$ cat src/rtl/sfr_pkg.sv
// Package for the stuffed frame receiver.
// Holds byte codes, parser states, command and status codes; no dependencies.
package sfr_pkg;

    localparam logic [7:0] FLAG_BYTE  = 8'h7E;
    localparam logic [7:0] ESC_BYTE   = 8'h7D;
    localparam logic [7:0] STUFF_MASK = 8'h20;
    localparam logic [7:0] CTRL_SEQ0  = 8'h00;
    localparam logic [7:0] CTRL_SEQ1  = 8'h80;
    localparam logic [7:0] RR_BASE    = 8'hAA;
    localparam logic [7:0] REJ_BASE   = 8'h54;

    localparam logic [7:0] PEER_ADDRESS_RESET  = 8'h03;
    localparam logic [7:0] REPLY_ADDRESS_RESET = 8'h01;

    localparam int          CFG_INDEX_W       = 8;
    localparam logic [7:0]  REG_PEER_ADDRESS  = 8'd0;
    localparam logic [7:0]  REG_REPLY_ADDRESS = 8'd1;

    localparam int          LEN_W             = 11;

    localparam logic KIND_PAYLOAD = 1'b0;
    localparam logic KIND_REPORT  = 1'b1;

    typedef enum logic [2:0] {
        PS_HUNT = 3'd0,
        PS_FLAG = 3'd1,
        PS_ADDR = 3'd2,
        PS_CTRL = 3'd3,
        PS_READ = 3'd4,
        PS_ESC  = 3'd5
    } t_parse_state;

    typedef enum logic [1:0] {
        CMD_START = 2'd0,
        CMD_DATA  = 2'd1,
        CMD_END   = 2'd2
    } t_cmd_kind;

    typedef struct packed {
        t_cmd_kind  kind;
        logic [7:0] data;
    } t_cmd;

    typedef enum logic [1:0] {
        FS_ACCEPTED  = 2'd0,
        FS_DUPLICATE = 2'd1,
        FS_BCC_ERROR = 2'd2,
        FS_REJECTED  = 2'd3
    } t_frame_status;

endpackage

$ cat src/rtl/stuffed_frame_receiver_unit.sv
// Top level of the stuffed frame receiver.
// Instantiates sfr_front, sfr_back and two sfr_fifo queues; depends on sfr_pkg.
//
// Input channel: push and full. One received line byte per transfer; the
// front parser hunts for flag, address, control and header check, removes
// escape stuffing and hands commands to a two-entry queue.
// Result channel: empty and pop. Each result is a payload byte (kind 0) or an
// end of frame report (kind 1) with status, payload length and reply control.
// Payload bytes stream out before the frame is checked; drop them unless the
// report says accepted new.
// Configuration: cfg_valid / cfg_ready with index and data; index 0 sets the
// peer address, index 1 the reply address. Ready is always high.
// Throughput: one byte per cycle while full is low; the back part handles one
// command per cycle while the result queue has room. Path: a taken byte passes
// through the command queue and the back part into the result queue registers.
// Stall: when results are not popped the result queue fills, the back part
// holds, the command queue fills and full rises.
// Reset: parser hunts for a flag, expected sequence is one, queues empty,
// registers take their reset values.
module stuffed_frame_receiver_unit #(
    parameter int MAX_PAYLOAD = 1024
) (
    input  logic                             i_clk,
    input  logic                             i_rst_n,
    input  logic                             push,
    output logic                             full,
    input  logic [7:0]                       i_rx_byte,
    output logic                             empty,
    input  logic                             pop,
    output logic                             o_result_kind,
    output logic [7:0]                       o_payload_byte,
    output logic [1:0]                       o_frame_status,
    output logic [sfr_pkg::LEN_W-1:0]        o_payload_length,
    output logic [7:0]                       o_reply_control,
    input  logic                             i_cfg_valid,
    output logic                             o_cfg_ready,
    input  logic [sfr_pkg::CFG_INDEX_W-1:0]  i_cfg_index,
    input  logic [7:0]                       i_cfg_data
);
    import sfr_pkg::*;

    localparam int CMD_W = $bits(t_cmd);
    localparam int RES_W = 1 + 8 + 2 + LEN_W + 8;

    logic [7:0]       r_peer_address;
    logic [7:0]       r_reply_address;
    logic             in_take;
    logic             cmd_valid_f;
    t_cmd             cmd_f, cmd_b;
    logic [CMD_W-1:0] cmd_q;
    logic             cmd_empty, cmd_pop;
    logic             res_full, res_push;
    logic             res_kind;
    logic [7:0]       res_payload, res_reply;
    logic [1:0]       res_status;
    logic [LEN_W-1:0] res_length;
    logic [RES_W-1:0] res_q;

    assign o_cfg_ready = 1'b1;
    assign in_take     = push && !full;

    always_ff @(posedge i_clk) begin
        if (!i_rst_n) begin
            r_peer_address  <= PEER_ADDRESS_RESET;
            r_reply_address <= REPLY_ADDRESS_RESET;
        end else if (i_cfg_valid && o_cfg_ready) begin
            if (i_cfg_index == REG_PEER_ADDRESS) begin
                r_peer_address <= i_cfg_data;
            end else if (i_cfg_index == REG_REPLY_ADDRESS) begin
                r_reply_address <= i_cfg_data;
            end
        end
    end

    sfr_front u_front (
        .i_clk          (i_clk),
        .i_rst_n        (i_rst_n),
        .i_valid        (in_take),
        .i_byte         (i_rx_byte),
        .i_peer_address (r_peer_address),
        .o_cmd_valid    (cmd_valid_f),
        .o_cmd          (cmd_f)
    );

    sfr_fifo #(
        .WIDTH (CMD_W),
        .DEPTH (2)
    ) u_cmd_q (
        .i_clk   (i_clk),
        .i_rst_n (i_rst_n),
        .i_push  (cmd_valid_f),
        .i_data  (cmd_f),
        .o_full  (full),
        .i_pop   (cmd_pop),
        .o_data  (cmd_q),
        .o_empty (cmd_empty)
    );

    assign cmd_b = t_cmd'(cmd_q);

    sfr_back #(
        .MAX_PAYLOAD (MAX_PAYLOAD)
    ) u_back (
        .i_clk         (i_clk),
        .i_rst_n       (i_rst_n),
        .i_cmd_valid   (!cmd_empty),
        .i_cmd         (cmd_b),
        .o_cmd_pop     (cmd_pop),
        .i_res_ready   (!res_full),
        .o_res_push    (res_push),
        .o_res_kind    (res_kind),
        .o_res_payload (res_payload),
        .o_res_status  (res_status),
        .o_res_length  (res_length),
        .o_res_reply   (res_reply)
    );

    sfr_fifo #(
        .WIDTH (RES_W),
        .DEPTH (2)
    ) u_res_q (
        .i_clk   (i_clk),
        .i_rst_n (i_rst_n),
        .i_push  (res_push),
        .i_data  ({res_kind, res_payload, res_status, res_length, res_reply}),
        .o_full  (res_full),
        .i_pop   (pop),
        .o_data  (res_q),
        .o_empty (empty)
    );

    assign {o_result_kind, o_payload_byte, o_frame_status, o_payload_length,
            o_reply_control} = res_q;

    assert property (@(posedge i_clk) disable iff (!i_rst_n)
        (o_result_kind == KIND_PAYLOAD && !empty) |->
            (o_frame_status == FS_ACCEPTED && o_payload_length == '0 && o_reply_control == '0))
        else $error("payload transfer carries report fields");

    assert property (@(posedge i_clk) disable iff (!i_rst_n)
        (o_result_kind == KIND_REPORT && !empty && o_frame_status != FS_ACCEPTED) |->
            (o_payload_length == '0))
        else $error("length reported for a frame not accepted");

    assert property (@(posedge i_clk) disable iff (!i_rst_n)
        (o_result_kind == KIND_REPORT && !empty && r_reply_address == r_reply_address) |->
            (o_payload_byte == '0))
        else $error("report carries a payload byte");

endmodule

$ cat src/rtl/sfr_fifo.sv
// Small register queue with registered storage and a count.
// Used between front and back and for results; no dependencies.
module sfr_fifo #(
    parameter int WIDTH = 8,
    parameter int DEPTH = 2
) (
    input  logic             i_clk,
    input  logic             i_rst_n,
    input  logic             i_push,
    input  logic [WIDTH-1:0] i_data,
    output logic             o_full,
    input  logic             i_pop,
    output logic [WIDTH-1:0] o_data,
    output logic             o_empty
);
    localparam int AW = (DEPTH > 1) ? $clog2(DEPTH) : 1;
    localparam int CW = $clog2(DEPTH + 1);

    logic [WIDTH-1:0] r_mem [DEPTH];
    logic [AW-1:0]    r_wr, r_rd;
    logic [CW-1:0]    r_count;
    logic             do_push, do_pop;

    assign o_full  = (r_count == CW'(DEPTH));
    assign o_empty = (r_count == '0);
    assign do_push = i_push && !o_full;
    assign do_pop  = i_pop && !o_empty;
    assign o_data  = r_mem[r_rd];

    always_ff @(posedge i_clk) begin
        if (do_push) begin
            r_mem[r_wr] <= i_data;
        end
    end

    always_ff @(posedge i_clk) begin
        if (!i_rst_n) begin
            r_wr    <= '0;
            r_rd    <= '0;
            r_count <= '0;
        end else begin
            if (do_push) begin
                r_wr <= (r_wr == AW'(DEPTH - 1)) ? '0 : r_wr + AW'(1);
            end
            if (do_pop) begin
                r_rd <= (r_rd == AW'(DEPTH - 1)) ? '0 : r_rd + AW'(1);
            end
            if (do_push && !do_pop) begin
                r_count <= r_count + CW'(1);
            end else if (do_pop && !do_push) begin
                r_count <= r_count - CW'(1);
            end
        end
    end

    assert property (@(posedge i_clk) disable iff (!i_rst_n)
        (r_count == '0) |-> (r_wr == r_rd))
        else $error("queue empty with pointers apart");

endmodule

$ cat src/rtl/sfr_front.sv
// Front part: frame parser that checks the header and removes escape stuffing.
// Emits start, data and end commands; depends on sfr_pkg.
module sfr_front (
    input  logic         i_clk,
    input  logic         i_rst_n,
    input  logic         i_valid,
    input  logic [7:0]   i_byte,
    input  logic [7:0]   i_peer_address,
    output logic         o_cmd_valid,
    output sfr_pkg::t_cmd o_cmd
);
    import sfr_pkg::*;

    t_parse_state r_state, n_state;
    logic         r_seq, n_seq;
    logic         hdr_match;

    assign hdr_match = (i_byte == ({r_seq, 7'b0} ^ i_peer_address));

    always_comb begin
        n_state = r_state;
        n_seq   = r_seq;
        if (i_valid) begin
            case (r_state)
                PS_FLAG: begin
                    if (i_byte == i_peer_address) n_state = PS_ADDR;
                    else if (i_byte == FLAG_BYTE) n_state = PS_FLAG;
                    else                          n_state = PS_HUNT;
                end
                PS_ADDR: begin
                    if (i_byte inside {CTRL_SEQ0, CTRL_SEQ1}) begin
                        n_state = PS_CTRL;
                        n_seq   = i_byte[7];
                    end else if (i_byte == FLAG_BYTE) begin
                        n_state = PS_FLAG;
                    end else begin
                        n_state = PS_HUNT;
                    end
                end
                PS_CTRL: begin
                    if (hdr_match)                n_state = PS_READ;
                    else if (i_byte == FLAG_BYTE) n_state = PS_FLAG;
                    else                          n_state = PS_HUNT;
                end
                PS_READ: begin
                    if (i_byte == ESC_BYTE)       n_state = PS_ESC;
                    else if (i_byte == FLAG_BYTE) n_state = PS_HUNT;
                    else                          n_state = PS_READ;
                end
                PS_ESC: begin
                    n_state = PS_READ;
                end
                default: begin
                    n_state = (i_byte == FLAG_BYTE) ? PS_FLAG : PS_HUNT;
                end
            endcase
        end
    end

    always_comb begin
        o_cmd_valid = 1'b0;
        o_cmd.kind  = CMD_DATA;
        o_cmd.data  = i_byte;
        if (i_valid) begin
            case (r_state)
                PS_CTRL: begin
                    if (hdr_match) begin
                        o_cmd_valid = 1'b1;
                        o_cmd.kind  = CMD_START;
                        o_cmd.data  = {7'b0, r_seq};
                    end
                end
                PS_READ: begin
                    if (i_byte == FLAG_BYTE) begin
                        o_cmd_valid = 1'b1;
                        o_cmd.kind  = CMD_END;
                    end else if (i_byte != ESC_BYTE) begin
                        o_cmd_valid = 1'b1;
                    end
                end
                PS_ESC: begin
                    o_cmd_valid = 1'b1;
                    o_cmd.data  = i_byte ^ STUFF_MASK;
                end
                default: begin
                    o_cmd_valid = 1'b0;
                end
            endcase
        end
    end

    always_ff @(posedge i_clk) begin
        if (!i_rst_n) begin
            r_state <= PS_HUNT;
            r_seq   <= 1'b0;
        end else begin
            r_state <= n_state;
            r_seq   <= n_seq;
        end
    end

    assert property (@(posedge i_clk) disable iff (!i_rst_n)
        (i_valid && r_state == PS_ESC) |=> (r_state == PS_READ))
        else $error("escaped byte did not return to body");

endmodule

$ cat src/rtl/sfr_back.sv
// Back part: holds one byte back, keeps the running XOR and count, builds reports.
// Takes commands from the front queue; depends on sfr_pkg.
module sfr_back #(
    parameter int MAX_PAYLOAD = 1024
) (
    input  logic                      i_clk,
    input  logic                      i_rst_n,
    input  logic                      i_cmd_valid,
    input  sfr_pkg::t_cmd             i_cmd,
    output logic                      o_cmd_pop,
    input  logic                      i_res_ready,
    output logic                      o_res_push,
    output logic                      o_res_kind,
    output logic [7:0]                o_res_payload,
    output logic [1:0]                o_res_status,
    output logic [sfr_pkg::LEN_W-1:0] o_res_length,
    output logic [7:0]                o_res_reply
);
    import sfr_pkg::*;

    localparam int CNT_W = $clog2(MAX_PAYLOAD + 1);

    logic             r_exp_seq, n_exp_seq;
    logic             r_frame_seq, n_frame_seq;
    logic [7:0]       r_held, n_held;
    logic             r_held_valid, n_held_valid;
    logic [7:0]       r_xor, n_xor;
    logic [CNT_W-1:0] r_count, n_count;
    logic             r_ovf, n_ovf;
    logic             proc;

    assign proc      = i_cmd_valid && i_res_ready;
    assign o_cmd_pop = proc;

    always_comb begin
        n_exp_seq     = r_exp_seq;
        n_frame_seq   = r_frame_seq;
        n_held        = r_held;
        n_held_valid  = r_held_valid;
        n_xor         = r_xor;
        n_count       = r_count;
        n_ovf         = r_ovf;
        o_res_push    = 1'b0;
        o_res_kind    = KIND_PAYLOAD;
        o_res_payload = '0;
        o_res_status  = FS_ACCEPTED;
        o_res_length  = '0;
        o_res_reply   = '0;
        if (proc) begin
            case (i_cmd.kind)
                CMD_START: begin
                    n_frame_seq  = i_cmd.data[0];
                    n_held_valid = 1'b0;
                    n_xor        = '0;
                    n_count      = '0;
                    n_ovf        = 1'b0;
                end
                CMD_DATA: begin
                    if (r_held_valid) begin
                        if (r_count >= CNT_W'(MAX_PAYLOAD)) begin
                            n_ovf = 1'b1;
                        end else begin
                            n_xor         = r_xor ^ r_held;
                            n_count       = r_count + CNT_W'(1);
                            o_res_push    = 1'b1;
                            o_res_payload = r_held;
                        end
                    end
                    n_held       = i_cmd.data;
                    n_held_valid = 1'b1;
                end
                CMD_END: begin
                    o_res_push = 1'b1;
                    o_res_kind = KIND_REPORT;
                    if (!r_held_valid || r_ovf) begin
                        o_res_status = FS_REJECTED;
                        o_res_reply  = REJ_BASE | {7'b0, r_exp_seq};
                    end else if (r_held == r_xor) begin
                        o_res_reply = RR_BASE | {7'b0, r_exp_seq};
                        if (r_frame_seq != r_exp_seq) begin
                            o_res_status = FS_ACCEPTED;
                            o_res_length = LEN_W'(r_count);
                            n_exp_seq    = ~r_exp_seq;
                        end else begin
                            o_res_status = FS_DUPLICATE;
                        end
                    end else begin
                        o_res_status = FS_BCC_ERROR;
                        o_res_reply  = REJ_BASE | {7'b0, r_exp_seq};
                    end
                end
                default: begin
                    o_res_push = 1'b0;
                end
            endcase
        end
    end

    always_ff @(posedge i_clk) begin
        if (!i_rst_n) begin
            r_exp_seq    <= 1'b1;
            r_frame_seq  <= 1'b0;
            r_held_valid <= 1'b0;
            r_xor        <= '0;
            r_count      <= '0;
            r_ovf        <= 1'b0;
        end else begin
            r_exp_seq    <= n_exp_seq;
            r_frame_seq  <= n_frame_seq;
            r_held_valid <= n_held_valid;
            r_xor        <= n_xor;
            r_count      <= n_count;
            r_ovf        <= n_ovf;
        end
    end

    always_ff @(posedge i_clk) begin
        r_held <= n_held;
    end

    assert property (@(posedge i_clk) disable iff (!i_rst_n)
        r_count <= CNT_W'(MAX_PAYLOAD))
        else $error("payload count beyond limit");

    assert property (@(posedge i_clk) disable iff (!i_rst_n)
        o_res_push |-> i_res_ready)
        else $error("result transfer into a full queue");

    assert property (@(posedge i_clk) disable iff (!i_rst_n)
        (proc && i_cmd.kind == CMD_START) |=> (!r_held_valid && r_count == '0 && !r_ovf))
        else $error("frame start did not clear frame state");

endmodule

$ cat config.mk
export PLATFORM = sky130hd
export DESIGN_NAME = stuffed_frame_receiver_unit
export DESIGN_NICKNAME = d
export VERILOG_FILES = /design/src/rtl/sfr_pkg.sv /design/src/rtl/stuffed_frame_receiver_unit.sv /design/src/rtl/sfr_fifo.sv /design/src/rtl/sfr_front.sv /design/src/rtl/sfr_back.sv
export SDC_FILE = /design/constraint.sdc
export NUM_CORES = 1
export LEC_CHECK = 0
export ABC_CLOCK_PERIOD_IN_PS = 3200
export BUFFER_PORTS_ARGS = -buffer_cell sky130_fd_sc_hd__buf_4
export CAP_MARGIN = 30
export CELL_PAD_IN_SITES_DETAIL_PLACEMENT = 1
export CELL_PAD_IN_SITES_GLOBAL_PLACEMENT = 1
export CORE_ASPECT_RATIO = 0.5
export CORE_MARGIN = 2
export CORE_UTILIZATION = 45
export CTS_CLUSTER_DIAMETER = 50
export DETAILED_ROUTE_END_ITERATION = 12
export PLACE_DENSITY = 0.77
export SLEW_MARGIN = 5
export SYNTH_ARGS = -nofsm -noshare
export SYNTH_HDL_FRONTEND = slang
export SYNTH_SLANG_ARGS = --single-unit
$ cat constraint.sdc
create_clock -name i_clk -period 3.2 [get_ports i_clk]
set_input_delay 0.64 -clock i_clk [delete_from_list [all_inputs] [get_ports i_clk]]
set_output_delay 0.64 -clock i_clk [all_outputs]
set_load 0.01 [all_outputs]
==> Implementation_results.wiki <==
{| class="wikitable"
! Metric !! Value
|-
| Clock power frac || around 40%
|-
| CP endpoint kind || flip-flop
|-
| Worst Hold Depth || 3
|-
| Source-to-sink clock delay at the later pin of the worst-skew pair || around 0.42 ns
|-
| Required time of the critical path || roughly 3.5 ns
|-
| Diode count || 0
|-
| Leakage power of the design || roughly 2.6 nW
|-
| Worst Reg2Reg Path Length in Cells || 11
|-
| Unique cell type count in the Yosys netlist || 60
|-
| Vias in the first global route || between 3,000 and 4,000
|-
| Highest ir drop seen on vdd || between 300 and 400 uV
|-
| Final number of max-transition violations || 0
|-
| Switching power as a share of total power || a little over a quarter
|-
| Clock tree from TritonCTS || done
|-
| Unrepaired setup endpoints after global routing || no
|-
| Most used flip-flop cell after synthesis || edfxtp_1
|-
| Portion of the post-synthesis area used by sequential elements || a little under three fifths
|-
| Number of flops mapped to enable cells by yosys || 76
|-
| Warnings from Yosys || 0
|-
| Sequential fraction of design power || about two fifths
|-
| Final-report setup violation count || 0
|-
| Syn Nets || between 400 and 500
|-
| Share of flip-flops with an asynchronous set or reset || 0%
|-
| Net switching component of the power || between 0.001 and 0.0015 W
|-
| Most common library cell in the layout ignoring fill and taps || edfxtp_1
|-
| Post-CTS Setup Repair Bufs || 0
|-
| Hold Slack || 0.437 ns
|-
| Maximum number of pins on one net before global-route repair || 37
|-
| Number of port buffers || 60
|-
| Worst Path Max Fanout || 10
|-
| Slew @ Worst Pin || a little over 0.8 ns
|-
| Register cell area after layout || 3180 um^2
|-
| Post-DR vias/cell || ~5.3
|-
| Buffer levels on the longest clock path || 2
|-
| Number of hold buffers added after CTS || 0
|-
| Vias after detailed routing || between 3,000 and 4,000
|-
| Normalized max-slew margin || 44.7%
|-
| Per-instance average area after synthesis || 12.3 um^2
|-
| Post-synth design cell area || between 5000 and 6000 um^2
|-
| Residual antenna-violating net count after detailed routing || 0
|-
| Gate power share || 20.5%
|-
| Worst hold path type || input pin to flip-flop
|-
| Internal cell power || approximately 0.0034 W
|-
| Overall overflow remaining after global route || 0
|-
| Reg-to-reg endpoint || u_res_q.r_count[1]
|-
| Number of sinks handled by clock tree synthesis || 121
|-
| Minimum clock period || roughly 2.7 ns
|-
| Post-Route WL || roughly 12,000 um
|-
| Post-detailed-placement half-perimeter wirelength || around 8200 um
|-
| Seq cells post-synth || approximately 120
|-
| R2R Setup Slk || around 0.52 ns
|-
| Inserted Clock Buffers || 17
|-
| Number of remaining DRC errors || 0
|-
| Most frequent cells in the layout || edfxtp_1, buf_4, dfxtp_1
|-
| Global-route wire length before repair || between 15,000 and 20,000 um
|-
| Violation count after the first detailed-route iteration || 155
|-
| Min-Delay Endpoint || r_peer_address[0]
|-
| WL per Instance || ~18 um
|-
| Gate Count Post-Synth || about 450
|-
| Number of instances resized during post-cts repair || 0
|-
| Share of layout cells above drive strength 1 || 28.0%
|-
| Status || finished clean
|-
| Final-stage net count || between 500 and 600
|-
| Fillers || approximately 1,200
|-
| Number of primary I/O pins || 62
|-
| Final weighted congestion in routability-driven placement || about 0.84
|-
| Post-Place Cells || about 660
|-
| Overall routing resource usage || about a fifth
|-
| Final Instance Count excl. Fillers || around 700
|-
| Worst min-delay path startpoint || i_cfg_data[0]
|-
| Clock root cell || clkbuf_16
|-
| Share of the cycle needed by the critical path after routing || 83.7%
|-
| Area occupied by multi-input gates || roughly 2200 um^2
|-
| Count of max-cap constraint violations || 0
|-
| Achievable frequency || 0.373 GHz
|-
| Worst path arrival time || 3.01 ns
|-
| Final Skew || 0.00833 ns
|-
| Horizontal extent of the die || approximately 160 um
|-
| # H-tree levels || 4
|-
| Std cell rows || 28
|-
| Clock transition at the register clock pins on the worst setup and hold paths after CTS || approximately 0.06 ns
|-
| Initial antenna violation count || 0
|-
| Number of endpoints with negative hold slack in the final report || 0
|-
| Final TNS setup || 0 ns
|-
| Detailed-router iteration count before antenna repair || 4
|-
| Critical path startpoint category || flip-flop
|-
| Total power density per cell area || roughly 700 nW/um^2
|-
| Layout-stage area growth over the synthesis result || 20.9%
|-
| Initial standard-cell utilization of the core || 46.5%
|-
| Height of the die || ~83 um
|-
| Crit Path Class || flip-flop to flip-flop
|-
| Die area || 13,300 um^2
|-
| Area inside the core boundary || 11,900 um^2
|}
## logic make-up (layout without fill, tap and decap cells)
kind of cell	Yosys count	count (layout)	share of synthesized area [%]
buf+inv	35	109	3.20
mux	44	44	8.66
other cells	1	1	0.0674
xor+xnor	32	32	5.29
fa+ha+maj	6	6	1.35
compound gates	50	50	6.77
simple gates	162	162	17.4
flops	121	121	57.2
## cells in the mapped netlist, drive strengths merged, types with 2 or more instances
cell type	number	share of area, %
a22oi	8	1.1
mux2	33	6.7
nor3b	4	0.63
a31oi	2	0.22
nand3	6	0.54
nand2b	21	2.5
xor2	13	2.0
o21a	3	0.54
nand2	17	1.1
nor4	5	0.79
nor2	18	1.2
o21ai	13	1.2
dfxtp	45	16
and3	25	2.8
and2b	6	0.86
nor3	6	0.54
mux2i	11	2.0
nand4	13	1.5
clkbuf	15	1.0
or3	2	0.22
inv	7	0.47
edfxtp	76	41
and2	10	1.1
ha	6	1.4
or2	2	0.22
nor2b	20	2.3
xnor2	18	2.8
buf	13	1.7
a21oi	5	0.45
nand3b	3	0.41
a21boi	4	0.54
## layer usage
layer	vias up	wire length, um	GRT usage, %
met1	1839	5730	23.3
li1	1761	-	-
met2	64	6060	35.3
met3	16	385	4.80
met4	0	166	7.50
met5	-	0	0
## how the worst max path moves through the flow
stage / startpoint / endpoint / slack, ns
3_5_place_dp: i_rx_byte[7] / u_cmd_q.r_count[1] / 0.58
4_1_cts: flip-flop / u_res_q.r_count[1] / 0.53
3_3_place_gp: i_rx_byte[7] / u_cmd_q.r_count[1] / 0.62
2_1_floorplan: flip-flop / u_res_q.r_mem[0][0] / 0.34
5_1_grt: flip-flop / u_res_q.r_count[1] / 0.35
6_report: flip-flop / u_res_q.r_count[1] / 0.52
## worst max-delay path, stage by stage, from the launching register on
cell and delay [ns]:
dfxtp_1 0.30, buf_4 0.18, mux2i_1 0.32, inv_1 0.08
ha_1 0.25, nand3b_1 0.26, nand2b_1 0.11, nand3_1 0.14
inv_1 0.08, ha_1 0.31, or3_1 0.38, a21boi_0 0.18
## flip-flops by register name, summed over array words and instances, names as in the netlist, named ones only
signal,flops
u_back.r_frame_seq,1
u_back.r_xor,8
u_front.r_state,3
u_cmd_q.r_mem,20
u_res_q.r_mem,48
u_back.r_held_valid,1
u_res_q.r_rd,1
u_res_q.r_wr,1
u_back.r_ovf,1
r_peer_address,8
u_back.r_held,8
u_back.r_count,11
u_cmd_q.r_rd,1
u_cmd_q.r_count,2
u_back.r_exp_seq,1
u_front.r_seq,1
u_res_q.r_count,2
u_cmd_q.r_wr,1
## power by group through the flow
stage	sequential, W	clock [W]	combinational (W)
floorplan	0.00182	0	0.000636
global placement	0.00184	0	0.000941
detailed placement	0.00185	0	0.000957
CTS	0.00182	0.00191	0.000971
global route	0.00183	0.00197	0.00104
finish	0.00182	0.00188	0.000956
## layout make-up
cell class | instances | area share, %
Sequential cell | 121 | 47.4
Clock buffer | 19 | 6.44
Clock inverter | 13 | 2.16
Timing Repair Buffer | 70 | 7.82
Inverter | 7 | 0.391
Multi-Input combinational cell | 295 | 32.8
Tap cell | 165 | 3.07
## through the flow
step	power (W)	area, um^2	utilization (%)	setup WS (ns)
5_1_grt	0.00485	6720	56.3	0.346
4_1_cts	0.00470	6720	56.3	0.529
3_5_place_dp	0.00281	6140	51.4	0.575
3_3_place_gp	0.00278	6140	51.4	0.625
2_1_floorplan	0.00246	5560	-	0.344
6_report	0.00466	6720	56.3	0.521
(Power assumes the default switching activity.)
